### src/delta_list_sleep_queue_unit_defines.svh
// Assertion macros for the delta list sleep queue.
`ifndef DELTA_LIST_SLEEP_QUEUE_UNIT_DEFINES_SVH
`define DELTA_LIST_SLEEP_QUEUE_UNIT_DEFINES_SVH
`ifndef NO_ASSERTIONS
`define DLSQ_ASSERT_IMP(lbl, ante, cons, msg) \
  lbl: assert property (@(posedge clk) disable iff (!rst_n) (ante) |-> (cons)) \
    else $error(msg);
`define DLSQ_ASSERT_NXT(lbl, ante, cons, msg) \
  lbl: assert property (@(posedge clk) disable iff (!rst_n) (ante) |=> (cons)) \
    else $error(msg);
`else
`define DLSQ_ASSERT_IMP(lbl, ante, cons, msg)
`define DLSQ_ASSERT_NXT(lbl, ante, cons, msg)
`endif
`endif

### src/dlsq_pkg.sv
// Shared codes and control types for the delta list sleep queue.
package dlsq_pkg;

  localparam logic OP_INSERT = 1'b0;
  localparam logic OP_TICK   = 1'b1;

  localparam logic [1:0] KIND_ACCEPT = 2'd0;
  localparam logic [1:0] KIND_FULL   = 2'd1;
  localparam logic [1:0] KIND_WAKE   = 2'd2;

  // insert wave: still looking for its slot, or pushing displaced entries
  localparam logic WAVE_SEARCH = 1'b0;
  localparam logic WAVE_SHIFT  = 1'b1;

  typedef struct packed {
    logic shift;  // take right neighbor's entry
    logic dec;    // decrement own delta (head only)
  } cell_ctl_t;

endpackage

### src/dlsq_cell.sv
// One entry cell of the delta list: holds id and delta, passes the insert wave on.
module dlsq_cell import dlsq_pkg::*; #(
  parameter int ID_BITS   = 8,
  parameter int TIME_BITS = 16
) (
  input  logic                 clk,
  input  logic                 rst_n,
  input  cell_ctl_t            ctl,
  input  logic                 nb_valid,
  input  logic [ID_BITS-1:0]   nb_id,
  input  logic [TIME_BITS-1:0] nb_delta,
  input  logic                 win_v,
  input  logic                 win_m,
  input  logic [ID_BITS-1:0]   win_id,
  input  logic [TIME_BITS-1:0] win_d,
  output logic                 wout_v,
  output logic                 wout_m,
  output logic [ID_BITS-1:0]   wout_id,
  output logic [TIME_BITS-1:0] wout_d,
  output logic                 valid,
  output logic [ID_BITS-1:0]   id,
  output logic [TIME_BITS-1:0] delta,
  output logic                 absorb
);

  logic                 valid_r, valid_nxt;
  logic [ID_BITS-1:0]   id_r, id_nxt;
  logic [TIME_BITS-1:0] delta_r, delta_nxt;
  logic                 wv_r, wv_nxt;
  logic                 wm_r, wm_nxt;
  logic [ID_BITS-1:0]   wid_r, wid_nxt;
  logic [TIME_BITS-1:0] wd_r, wd_nxt;

  always_comb begin
    valid_nxt = valid_r;
    id_nxt    = id_r;
    delta_nxt = delta_r;
    wv_nxt    = 1'b0;
    wm_nxt    = win_m;
    wid_nxt   = win_id;
    wd_nxt    = win_d;
    absorb    = 1'b0;
    if (ctl.shift) begin
      valid_nxt = nb_valid;
      id_nxt    = nb_id;
      delta_nxt = nb_delta;
    end else if (ctl.dec) begin
      delta_nxt = delta_r - TIME_BITS'(1);
    end else if (win_v) begin
      if (!valid_r) begin
        // free slot: wave ends here
        valid_nxt = 1'b1;
        id_nxt    = win_id;
        delta_nxt = win_d;
        absorb    = 1'b1;
      end else if (win_m == WAVE_SHIFT || win_d < delta_r) begin
        id_nxt    = win_id;
        delta_nxt = win_d;
        wv_nxt    = 1'b1;
        wm_nxt    = WAVE_SHIFT;
        wid_nxt   = id_r;
        // successor of a new entry loses what the new entry took
        wd_nxt    = (win_m == WAVE_SHIFT) ? delta_r : delta_r - win_d;
      end else begin
        wv_nxt = 1'b1;
        wm_nxt = WAVE_SEARCH;
        wd_nxt = win_d - delta_r;
      end
    end
  end

  always_ff @(posedge clk) begin
    if (!rst_n) begin
      valid_r <= 1'b0;
      wv_r    <= 1'b0;
    end else begin
      valid_r <= valid_nxt;
      wv_r    <= wv_nxt;
    end
    id_r    <= id_nxt;
    delta_r <= delta_nxt;
    wm_r    <= wm_nxt;
    wid_r   <= wid_nxt;
    wd_r    <= wd_nxt;
  end

  assign wout_v  = wv_r;
  assign wout_m  = wm_r;
  assign wout_id = wid_r;
  assign wout_d  = wd_r;
  assign valid   = valid_r;
  assign id      = id_r;
  assign delta   = delta_r;

endmodule

### src/delta_list_sleep_queue_unit.sv
// Sleep queue kept as a delta list in a chain of entry cells; top level.
// Insert: the insert wave moves one cell per cycle down the chain until a free cell absorbs it;
//   the result beat follows the absorb (or follows the input beat directly when full).
// Tick: decrement in the accept cycle, then one woken beat per cycle while the output is free
//   (chain shifts left once per woken thread); a tick that wakes nobody frees the input again.
// One item at a time; a waiting output beat does not hold off the next input beat.
// Reset (rst_n low, synchronous) empties the queue and drops any output beat.
`include "delta_list_sleep_queue_unit_defines.svh"
module delta_list_sleep_queue_unit import dlsq_pkg::*; #(
  parameter int DEPTH     = 16,
  parameter int ID_BITS   = 8,
  parameter int TIME_BITS = 16,
  localparam int IN_W     = ((ID_BITS + TIME_BITS + 7) / 8) * 8
) (
  input  logic            clk,
  input  logic            rst_n,
  input  logic            in_tvalid,
  output logic            in_tready,
  input  logic [IN_W-1:0] in_tdata,   // thread_id, duration (lowest bit up), zero pad
  input  logic            in_tuser,   // op
  output logic            out_tvalid,
  input  logic            out_tready,
  output logic [7:0]      out_tdata,  // woken_id
  output logic [1:0]      out_tuser,  // kind
  output logic            out_tlast   // last
);

  typedef enum logic [1:0] {S_IDLE, S_INS, S_RES, S_WAKE} state_t;

  state_t state_r;

  // cell chain
  logic                 cv  [DEPTH];
  logic [ID_BITS-1:0]   cid [DEPTH];
  logic [TIME_BITS-1:0] cd  [DEPTH];
  logic [DEPTH-1:0]     absorb;
  cell_ctl_t            ctl [DEPTH];

  // insert wave, stage k feeds cell k; the last stage must never fire
  logic [DEPTH:0]       wave_v;
  logic [DEPTH:0]       wave_m;
  logic [ID_BITS-1:0]   wave_id [DEPTH+1];
  logic [TIME_BITS-1:0] wave_d  [DEPTH+1];

  logic                 wave0_v_r;
  logic [ID_BITS-1:0]   wave0_id_r;
  logic [TIME_BITS-1:0] wave0_d_r;

  // pending insert result
  logic [1:0]           pend_kind_r;
  logic [ID_BITS-1:0]   pend_id_r;

  // output beat register
  logic                 out_valid_r;
  logic [1:0]           out_kind_r;
  logic [7:0]           out_id_r;
  logic                 out_last_r;

  logic                 in_acc;
  logic [ID_BITS-1:0]   in_id;
  logic [TIME_BITS-1:0] in_dur;
  logic [TIME_BITS-1:0] in_dur_eff;
  logic                 full;
  logic                 out_free;
  logic                 head_due;
  logic                 wake_go;
  logic                 wake_last;
  logic [ID_BITS+7:0]   pend_ext;
  logic [ID_BITS+7:0]   head_ext;

  assign in_tready  = (state_r == S_IDLE);
  assign in_acc     = in_tvalid && in_tready;
  assign in_id      = in_tdata[ID_BITS-1:0];
  assign in_dur     = in_tdata[ID_BITS+TIME_BITS-1:ID_BITS];
  // zero sleep counts as one tick, so the head never holds a zero delta
  assign in_dur_eff = (in_dur == '0) ? TIME_BITS'(1) : in_dur;
  assign full       = cv[DEPTH-1];
  assign out_free   = !out_valid_r || out_tready;
  assign head_due   = cv[0] && (cd[0] == '0);
  assign wake_go    = (state_r == S_WAKE) && head_due && out_free;
  // entries behind the head with zero delta wake on the same tick
  assign wake_last  = !(cv[1] && (cd[1] == '0));
  assign pend_ext   = {8'd0, pend_id_r};
  assign head_ext   = {8'd0, cid[0]};

  assign wave_v[0]  = wave0_v_r;
  assign wave_m[0]  = WAVE_SEARCH;
  assign wave_id[0] = wave0_id_r;
  assign wave_d[0]  = wave0_d_r;

  genvar k;
  generate
    for (k = 0; k < DEPTH; k++) begin : g_cell
      logic                 nb_valid;
      logic [ID_BITS-1:0]   nb_id;
      logic [TIME_BITS-1:0] nb_delta;

      if (k == DEPTH - 1) begin : g_tail
        assign nb_valid = 1'b0;
        assign nb_id    = '0;
        assign nb_delta = '0;
      end else begin : g_mid
        assign nb_valid = cv[k+1];
        assign nb_id    = cid[k+1];
        assign nb_delta = cd[k+1];
      end

      // head is decremented on an accepted tick beat
      assign ctl[k].shift = wake_go;
      assign ctl[k].dec   = (k == 0) && in_acc && (in_tuser == OP_TICK) && cv[0];

      dlsq_cell #(
        .ID_BITS  (ID_BITS),
        .TIME_BITS(TIME_BITS)
      ) u_cell (
        .clk     (clk),
        .rst_n   (rst_n),
        .ctl     (ctl[k]),
        .nb_valid(nb_valid),
        .nb_id   (nb_id),
        .nb_delta(nb_delta),
        .win_v   (wave_v[k]),
        .win_m   (wave_m[k]),
        .win_id  (wave_id[k]),
        .win_d   (wave_d[k]),
        .wout_v  (wave_v[k+1]),
        .wout_m  (wave_m[k+1]),
        .wout_id (wave_id[k+1]),
        .wout_d  (wave_d[k+1]),
        .valid   (cv[k]),
        .id      (cid[k]),
        .delta   (cd[k]),
        .absorb  (absorb[k])
      );
    end
  endgenerate

  always_ff @(posedge clk) begin
    if (!rst_n) begin
      state_r     <= S_IDLE;
      wave0_v_r   <= 1'b0;
      out_valid_r <= 1'b0;
    end else begin
      // launch the insert wave on an accepted insert into a queue with room
      wave0_v_r <= in_acc && (in_tuser == OP_INSERT) && !full;
      if (wake_go || ((state_r == S_RES) && out_free)) begin
        out_valid_r <= 1'b1;
      end else if (out_tready) begin
        out_valid_r <= 1'b0;
      end
      case (state_r)
        S_IDLE: begin
          if (in_acc) begin
            if (in_tuser == OP_INSERT) begin
              pend_id_r <= in_id;
              if (full) begin
                pend_kind_r <= KIND_FULL;
                state_r     <= S_RES;
              end else begin
                pend_kind_r <= KIND_ACCEPT;
                wave0_id_r  <= in_id;
                wave0_d_r   <= in_dur_eff;
                state_r     <= S_INS;
              end
            end else if (cv[0]) begin
              state_r <= S_WAKE;
            end
          end
        end
        S_INS: begin
          if (|absorb) begin
            state_r <= S_RES;
          end
        end
        S_RES: begin
          if (out_free) begin
            out_kind_r  <= pend_kind_r;
            out_id_r    <= pend_ext[7:0];
            out_last_r  <= 1'b1;
            state_r     <= S_IDLE;
          end
        end
        S_WAKE: begin
          if (!head_due) begin
            state_r <= S_IDLE;
          end else if (out_free) begin
            out_kind_r  <= KIND_WAKE;
            out_id_r    <= head_ext[7:0];
            out_last_r  <= wake_last;
            if (wake_last) begin
              state_r <= S_IDLE;
            end
          end
        end
        default: state_r <= S_IDLE;
      endcase
    end
  end

  assign out_tvalid = out_valid_r;
  assign out_tdata  = out_id_r;
  assign out_tuser  = out_kind_r;
  assign out_tlast  = out_last_r;

  `DLSQ_ASSERT_IMP(a_wave_in_chain, wave_v[DEPTH], 1'b0, "insert wave ran off the chain")
  `DLSQ_ASSERT_IMP(a_idle_no_wave, in_tready, wave_v == '0, "insert wave active while idle")
  `DLSQ_ASSERT_IMP(a_head_nonzero, in_tready && cv[0], cd[0] != '0, "idle head delta is zero")
  `DLSQ_ASSERT_NXT(a_absorb_once, |absorb, absorb == '0, "insert wave absorbed twice")

endmodule

### config.mk
export PLATFORM = sky130hd
export DESIGN_NAME = delta_list_sleep_queue_unit
export DESIGN_NICKNAME = d
export VERILOG_FILES = /design/src/dlsq_pkg.sv /design/src/dlsq_cell.sv /design/src/delta_list_sleep_queue_unit.sv
export VERILOG_INCLUDE_DIRS = /design/src /design/src/src
export SDC_FILE = /design/constraint.sdc
export NUM_CORES = 2
export LEC_CHECK = 0
export ABC_AREA = 1
export BUFFER_PORTS_ARGS = -buffer_cell sky130_fd_sc_hd__buf_2
export CORE_MARGIN = 4
export CORE_UTILIZATION = 51
export CTS_CLUSTER_SIZE = 12
export DETAILED_ROUTE_END_ITERATION = 7
export PLACE_DENSITY_LB_ADDON = 0.12
export SYNTH_ARGS = -nofsm -noshare
export SYNTH_HDL_FRONTEND = slang
export SYNTH_SLANG_ARGS = --single-unit
export TNS_END_PERCENT = 5
### constraint.sdc
create_clock -name clk -period 3.9 [get_ports clk]
set_clock_uncertainty 0.1 [all_clocks]
set_input_delay 0 -clock clk [delete_from_list [all_inputs] [get_ports clk]]
set_output_delay 0 -clock clk [all_outputs]
set_load 0.01 [all_outputs]
# ---- After elaboration in Yosys (flattened, before gate mapping)
# Cells that the tools add are included.
dict set report op_classes {
  n_addsub 31
  n_mul 0
  div_mod_pow 0
  order_cmp 16
  eq_ne 29
  shifts 0
  mux 439
  bitwise 19
  reduce_logical 92
}
# cell count
set ops {}
lappend ops {{16-bit 2-to-1 mux} 138}
lappend ops {{8-bit 2-to-1 mux} 127}
lappend ops {{16-bit subtractor} 30}
lappend ops {{16-bit less-than comparator} 16}
lappend ops {{1-bit 2-to-1 mux} 158}
lappend ops {{3-bit inequality test (second input constant)} 17}
lappend ops {{16-bit logical NOT} 3}
lappend ops {{3-bit OR reduction} 14}
lappend ops {{2-bit AND reduction} 17}
lappend ops {{2-bit nonzero test} 17}
lappend ops {{2-bit 2-to-1 mux} 12}
lappend ops {{1-bit NOT} 19}
lappend ops {{1-bit logical OR} 17}
lappend ops {{8-bit case mux with 2 select lines} 1}
lappend ops {{16-bit OR reduction} 1}
lappend ops {{16-bit by 1-bit subtractor with 16-bit output (second input constant)} 1}
lappend ops {{1-bit logical AND} 10}
lappend ops {{2-bit inequality test (second input constant)} 5}
lappend ops {{5-bit AND reduction} 2}
lappend ops {{2-bit case mux with 4 select lines} 1}
lappend ops {{4-bit OR reduction} 2}
lappend ops {{6-bit AND reduction} 1}
lappend ops {{2-bit == test (second input constant)} 2}
lappend ops {{2-bit by 1-bit inequality test with 1-bit output (second input constant)} 2}
lappend ops {{other kinds (11)} 13}
dict set report word_totals {
  reg_bits 839
  latch_bits 0
  ramBits 0
  rom_bits 0
  in_bits 29
  out_inout_bits 13
  n_memories 0
}

# ---- Logic depth before layout (Yosys ltp)
dict set report logic_depth {
  word_depth 9
  depth_mapped 18
  ltp_nobuf 16
}

# ---- Hierarchy
# Synthesis repeated with hierarchy kept, for this count alone.
dict set report hier_totals {
  cells_unflattened 11130
  hier_area_um2 73952.2
}
# module n_inst cells_per_inst area_per_inst_um2
set by_module_without_submodules {}
lappend by_module_without_submodules {{dlsq_cell at g_cell[15].u_cell ...} 10 683 4481.8}
lappend by_module_without_submodules {{dlsq_cell at g_cell[10].u_cell ...} 5 687 4535.6}
lappend by_module_without_submodules {{dlsq_cell at g_cell[0].u_cell} 1 676 4461.8}
lappend by_module_without_submodules {delta_list_sleep_queue_unit 1 189 1994.4}

# ---- Worst setup path before layout
# No wires, ideal clock.
dict set report synth_timing {
  kind {register to register}
  startpoint {register state_r[1]}
  endpoint {register wave0_d_r[0] (enable)}
  setup_time_ns 0.468
  arrival_ns 3.016
  required_ns 3.332
  setup_slack_ns 0.316
  stages_incl_launch_ff 5
  period_less_slack_ns 3.584
  cell_sequence {dfxtp_1 buf_4 nor2_4 nand2_2 nor4_1}
}
dict set report synth_via {
  elab_chain_cells 3
}
# item line_no
set synth_rtl {}
lappend synth_rtl {{start: declaration} delta_list_sleep_queue_unit.sv:30} ;# state_t state_r;
lappend synth_rtl {{start signal: assignment} delta_list_sleep_queue_unit.sv:140} ;# state_r <= S_IDLE;
lappend synth_rtl {{start signal: assignment} delta_list_sleep_queue_unit.sv:158} ;# state_r <= S_RES;
lappend synth_rtl {{start signal: assignment} delta_list_sleep_queue_unit.sv:163} ;# state_r <= S_INS;
lappend synth_rtl {{2-bit logical NOT *} delta_list_sleep_queue_unit.sv:71} ;# assign in_tready = (state_r == S_IDLE);
lappend synth_rtl {{net in_tready} delta_list_sleep_queue_unit.sv:18} ;# output logic in_tready,
lappend synth_rtl {{1-bit logical AND} delta_list_sleep_queue_unit.sv:72} ;# assign in_acc = in_tvalid && in_tready;
lappend synth_rtl {{5-bit AND reduction (no line) *} n/a}
lappend synth_rtl {{end signal: assignment} delta_list_sleep_queue_unit.sv:162} ;# wave0_d_r <= in_dur_eff;
lappend synth_rtl {{end: declaration} delta_list_sleep_queue_unit.sv:47} ;# logic [TIME_BITS-1:0] wave0_d_r;
# Mark *: on every way through the listed nets, which the timed path passes. The rest lies on a longest branch.
# A chain may end at the register's enable or synchronous reset.

# ---- Worst setup path after layout
dict set report layout_timing {
  startpoint {register g_cell[0].u_cell.delta_r[1]}
  endpoint {register g_cell[13].u_cell.delta_r[3], data pin}
}
dict set report layout_via {
  elab_chain_cells 5
}
# item line_no
set layout_rtl {}
lappend layout_rtl {{start: declaration} dlsq_cell.sv:28} ;# logic [TIME_BITS-1:0] delta_r, delta_nxt;
lappend layout_rtl {{start signal: assignment} dlsq_cell.sv:81} ;# delta_r <= delta_nxt;
lappend layout_rtl {{16-bit logical NOT} delta_list_sleep_queue_unit.sv:79} ;# assign head_due = cv[0] && (cd[0] == '0);
lappend layout_rtl {{1-bit logical AND} delta_list_sleep_queue_unit.sv:79}
lappend layout_rtl {{1-bit logical AND (2 in a row)} delta_list_sleep_queue_unit.sv:80} ;# assign wake_go = (state_r == S_WAKE) && head_due && out_free;
lappend layout_rtl {{16-bit 2-to-1 mux} dlsq_cell.sv:43} ;# if (ctl.shift) begin
lappend layout_rtl {{net g_cell[13].u_cell.delta_nxt[3]} dlsq_cell.sv:28}
lappend layout_rtl {{end signal: assignment} dlsq_cell.sv:81}
lappend layout_rtl {{end: declaration} dlsq_cell.sv:28}
# The timed path passes the listed nets, and every way through them passes these cells.

==> run summary <==
outcome: completed
clock power share: 40.0%
Buffers on Ports: 41
aggregate routed wire length: 194 mm
# IOs: 42
Crit path required time: 4220 ps
PwrDens: 350 nW/um2
Ys Warns: 0
DP HPWL: 151 mm
total negative slack: 0 ps
PostCTS Resize Cnt: 0
worst relative slew slack: 29.8%
FFs w/ async S/R, synth: 0%
Worst-Margin Slew: 1050 ps
crit path time final: 3440 ps
CTS tree: yes
crit path cell chain: inv_1 -> ha_1 -> nand3_1 -> nor2_2 -> nand4_4 -> buf_4 -> buf_4 -> o21ai_0
Power Total: 23700 uW
First-pass DRT Iterations: 8
total gr overflow: 0
Final Cell Area: 67800 um2
Top delay family on crit path: buffers and inverters
CTS clk-pin slew, worst paths: 60 ps
initial antenna violation count: 0
switching pwr: 7130 uW
Setup crit end kind: register
Core ar.: 122000 um2
Filler Cell Count: 12100
Reg power frac: 42.1%
H-tree depth: 3
Nets: 9844
layout cells sized above 1: 4.37%
Antenna Violating Nets Remaining: 0
Yosys cell types: 58
sw frac: 30.1%
Synth-to-Final Area Change: 8.06%
endpoints failing hold: 0
Synth Instances: 9369
CTS sink count: 838
vias in the first global route: 55500
Placed Cells: 10800
max-slew violations: 0
max_cap viols: 0
DR iter-0 viols: 4573
GR Util All Layers: 29.5%
Int Power: 16600 uW
vias per cell: 5.27
Comb power frac: 17.9%
ys flop type: dfxtp_1
R2R depth: 8
Leakage: 0.0359 uW
CP max-delay cell: buf_4
# DRC: 0
RSZ-0062 raised after global routing: no
synthesized area per cell: 6.69 um2
critical path arrival: 3760 ps
largest net degree at the start of global routing: 198
CTS Buffer Depth: 3
max incr delay on CP: 780 ps
Finished Layout Cells: 11000
Synthesized Nets: 9910
WP depth: 8
first-pass GRT wire length: 303 mm
cell area after synthesis: 62700 um2
synthesized flop and latch total: 838
Die H: 359 um
WHS: 236 ps
clk_lat worst skew: 720 ps
Cell Rows: 128
Hold Path Depth: 4
period utilization: 88.1%
crit path max fanout: 94
Hold/Removal Path Class: in2reg
Worst Path Buf+Inv: 3
GPL Wtd Cong: 0.979
Cell Area, Placed: 63900 um2
DR WL/cell: 17.6 um
CTS Root Cell: clkbuf_16
Worst setup SP type: register
CP most frequent cell: buf_4
DIE AREA: 129000 um2
Die X-Extent: 359 um
Initial Utilization: 51.4%
sequential fraction of the synthesis area: 33.2%
Max VDD drop: 0.377 mV
Fmax achieved: 291 MHz
critical path type: reg2reg
Final Setup Violations: 0
number of synthesized flops with an enable pin: 404
CTS Buf Count: 99
vias: 58000
Ant. Diodes: 0
Reg2Reg Setup Slack: 460 ps
==> sequential cells by signal, summed over array words and instances (netlist names) <==
register / flops
out_tlast: 1
pend_kind_r: 1
out_tvalid: 1
g_cell.u_cell.wout_m: 15
g_cell.u_cell.wout_id: 120
g_cell.u_cell.wout_d: 240
out_tuser: 2
pend_id_r: 8
g_cell.u_cell.delta: 256
wave0_d_r: 16
wave0_id_r: 8
out_tdata: 8
wave0_v_r: 1
state_r: 2
g_cell.u_cell.wout_v: 15
g_cell.u_cell.id: 128
g_cell.u_cell.valid: 16
==> power groups by stage <==
stage	Combinational (uW)	Sequential, uW	Clock (uW)
floorplan	3130	9960	0
global placement	4090	10200	0
detailed placement	4130	10100	0
CTS	4200	9960	9670
global route	4800	9990	10000
finish	4240	9970	9470
==> stage by stage <==
| stage | utilization, % | setup WS (ps) |
|---|---|---|
| after floorplan | - | 316 |
| after global placement | 52.4 | 603 |
| after detailed placement | 52.4 | 488 |
| after CTS | 55.6 | 470 |
| after global routing | 55.6 | 187 |
| final | 55.6 | 463 |
==> synthesized netlist by cell type (20+ instances only) <==
master	instances	area, um2
o21ai_1	32	160
clkbuf_1	104	390
xor2_1	149	1310
a21oi_1	599	3000
buf_4	22	165
inv_1	1606	6030
ha_1	482	6030
buf_2	147	736
nand2_1	3150	11800
edfxtp_1	404	12100
nand4_1	67	419
fa_1	30	601
nand3b_1	31	233
nor3_1	35	175
nor2_1	453	1700
inv_2	26	97.6
and2_1	21	131
o21ai_0	498	2490
clkbuf_2	43	215
o21a_1	20	150
dfxtp_1	434	8690
xnor2_1	37	324
o21bai_1	24	180
o211ai_1	21	158
nand3_1	728	3640
==> per-layer routing <==
| metal | vias up | track usage [%] | wire (um) | part of all wire, % |
|---|---|---|---|---|
| met1 | 26700 | 37.6 | 84000 | 43 |
| met5 | - | 0 | 0 | 0 |
| li1 | 29300 | - | - | - |
| met4 | 0 | 11.2 | 8090 | 4.2 |
| met3 | 398 | 2.82 | 8930 | 4.6 |
| met2 | 1640 | 51.9 | 92800 | 48 |
==> cells in the final DEF (no fill, tap or decap), drive strengths merged, types with 27 or more instances in the layout <==
cell,netlist,layout
nand2,3178,3178
nor2,470,470
inv,1639,1644
nand3b,31,31
nand4,69,69
xor2,149,149
xnor2,37,37
ha,482,482
nor3,37,37
fa,30,30
buf,190,115
edfxtp,404,404
clkbuf,147,146
o21ai,534,534
a21oi,614,614
dlygate4sd3,0,55
nand3,742,742
dfxtp,434,434
clkinv,4,27
==> what timing repair did <==
| item | CTS | global route |
|---|---|---|
| buffers inserted | 0 | 0 |
| endpoints found under the hold margin | 106 | 0 |
| hold buffers | 55 | 0 |
==> area by class of cell <==
| class | count | area, um2 | share of cell area (%) |
|---|---|---|---|
| repair buffers | 170 | 1320 | 1.95 |
| multi-input cells | 6551 | 34100 | 50.3 |
| clock buffers | 146 | 2770 | 4.08 |
| well taps | 1625 | 2030 | 3.00 |
| clock inverters | 40 | 548 | 0.809 |
| flip-flops and latches | 838 | 20800 | 30.7 |
| inverters | 1643 | 6190 | 9.14 |
==> worst reg2reg max path, delay by kind of cell (launching register included) <==
| family | cells | cell delay (ps) |
|---|---|---|
| and+or+nand+nor | 3 | 350 |
| AOI/OAI and AO/OA | 1 | 250 |
| adders and majority gates | 1 | 250 |
| buffers and inverters | 3 | 1800 |
| DFF | 1 | 400 |
==> cell families after synthesis <==
family | share of synthesized area [%]
muxes | 0.0160
and+or+nand+nor | 30.4
AOI/OAI and AO/OA | 10.6
adders and majority gates | 10.6
xor gates and xnor gates | 2.60
DFF | 33.2
buffers and inverters | 12.6
==> path summary, 6_finish.rpt <==
path / start / endpoint
worst min-delay path: in_tdata[12] / wave0_d_r[0]$_SDFFCE_PN1P_
worst max register to register: g_cell[0].u_cell.delta[1]$_DFFE_PP_ / g_cell[13].u_cell.delta[3]$_DFFE_PP_
worst min register to register: g_cell[6].u_cell.wout_id[4]$_DFF_P_ / g_cell[7].u_cell.wout_id[4]$_DFF_P_
worst max-delay path: g_cell[0].u_cell.delta[1]$_DFFE_PP_ / g_cell[13].u_cell.delta[3]$_DFFE_PP_
Power figures use the tool's default switching activity.
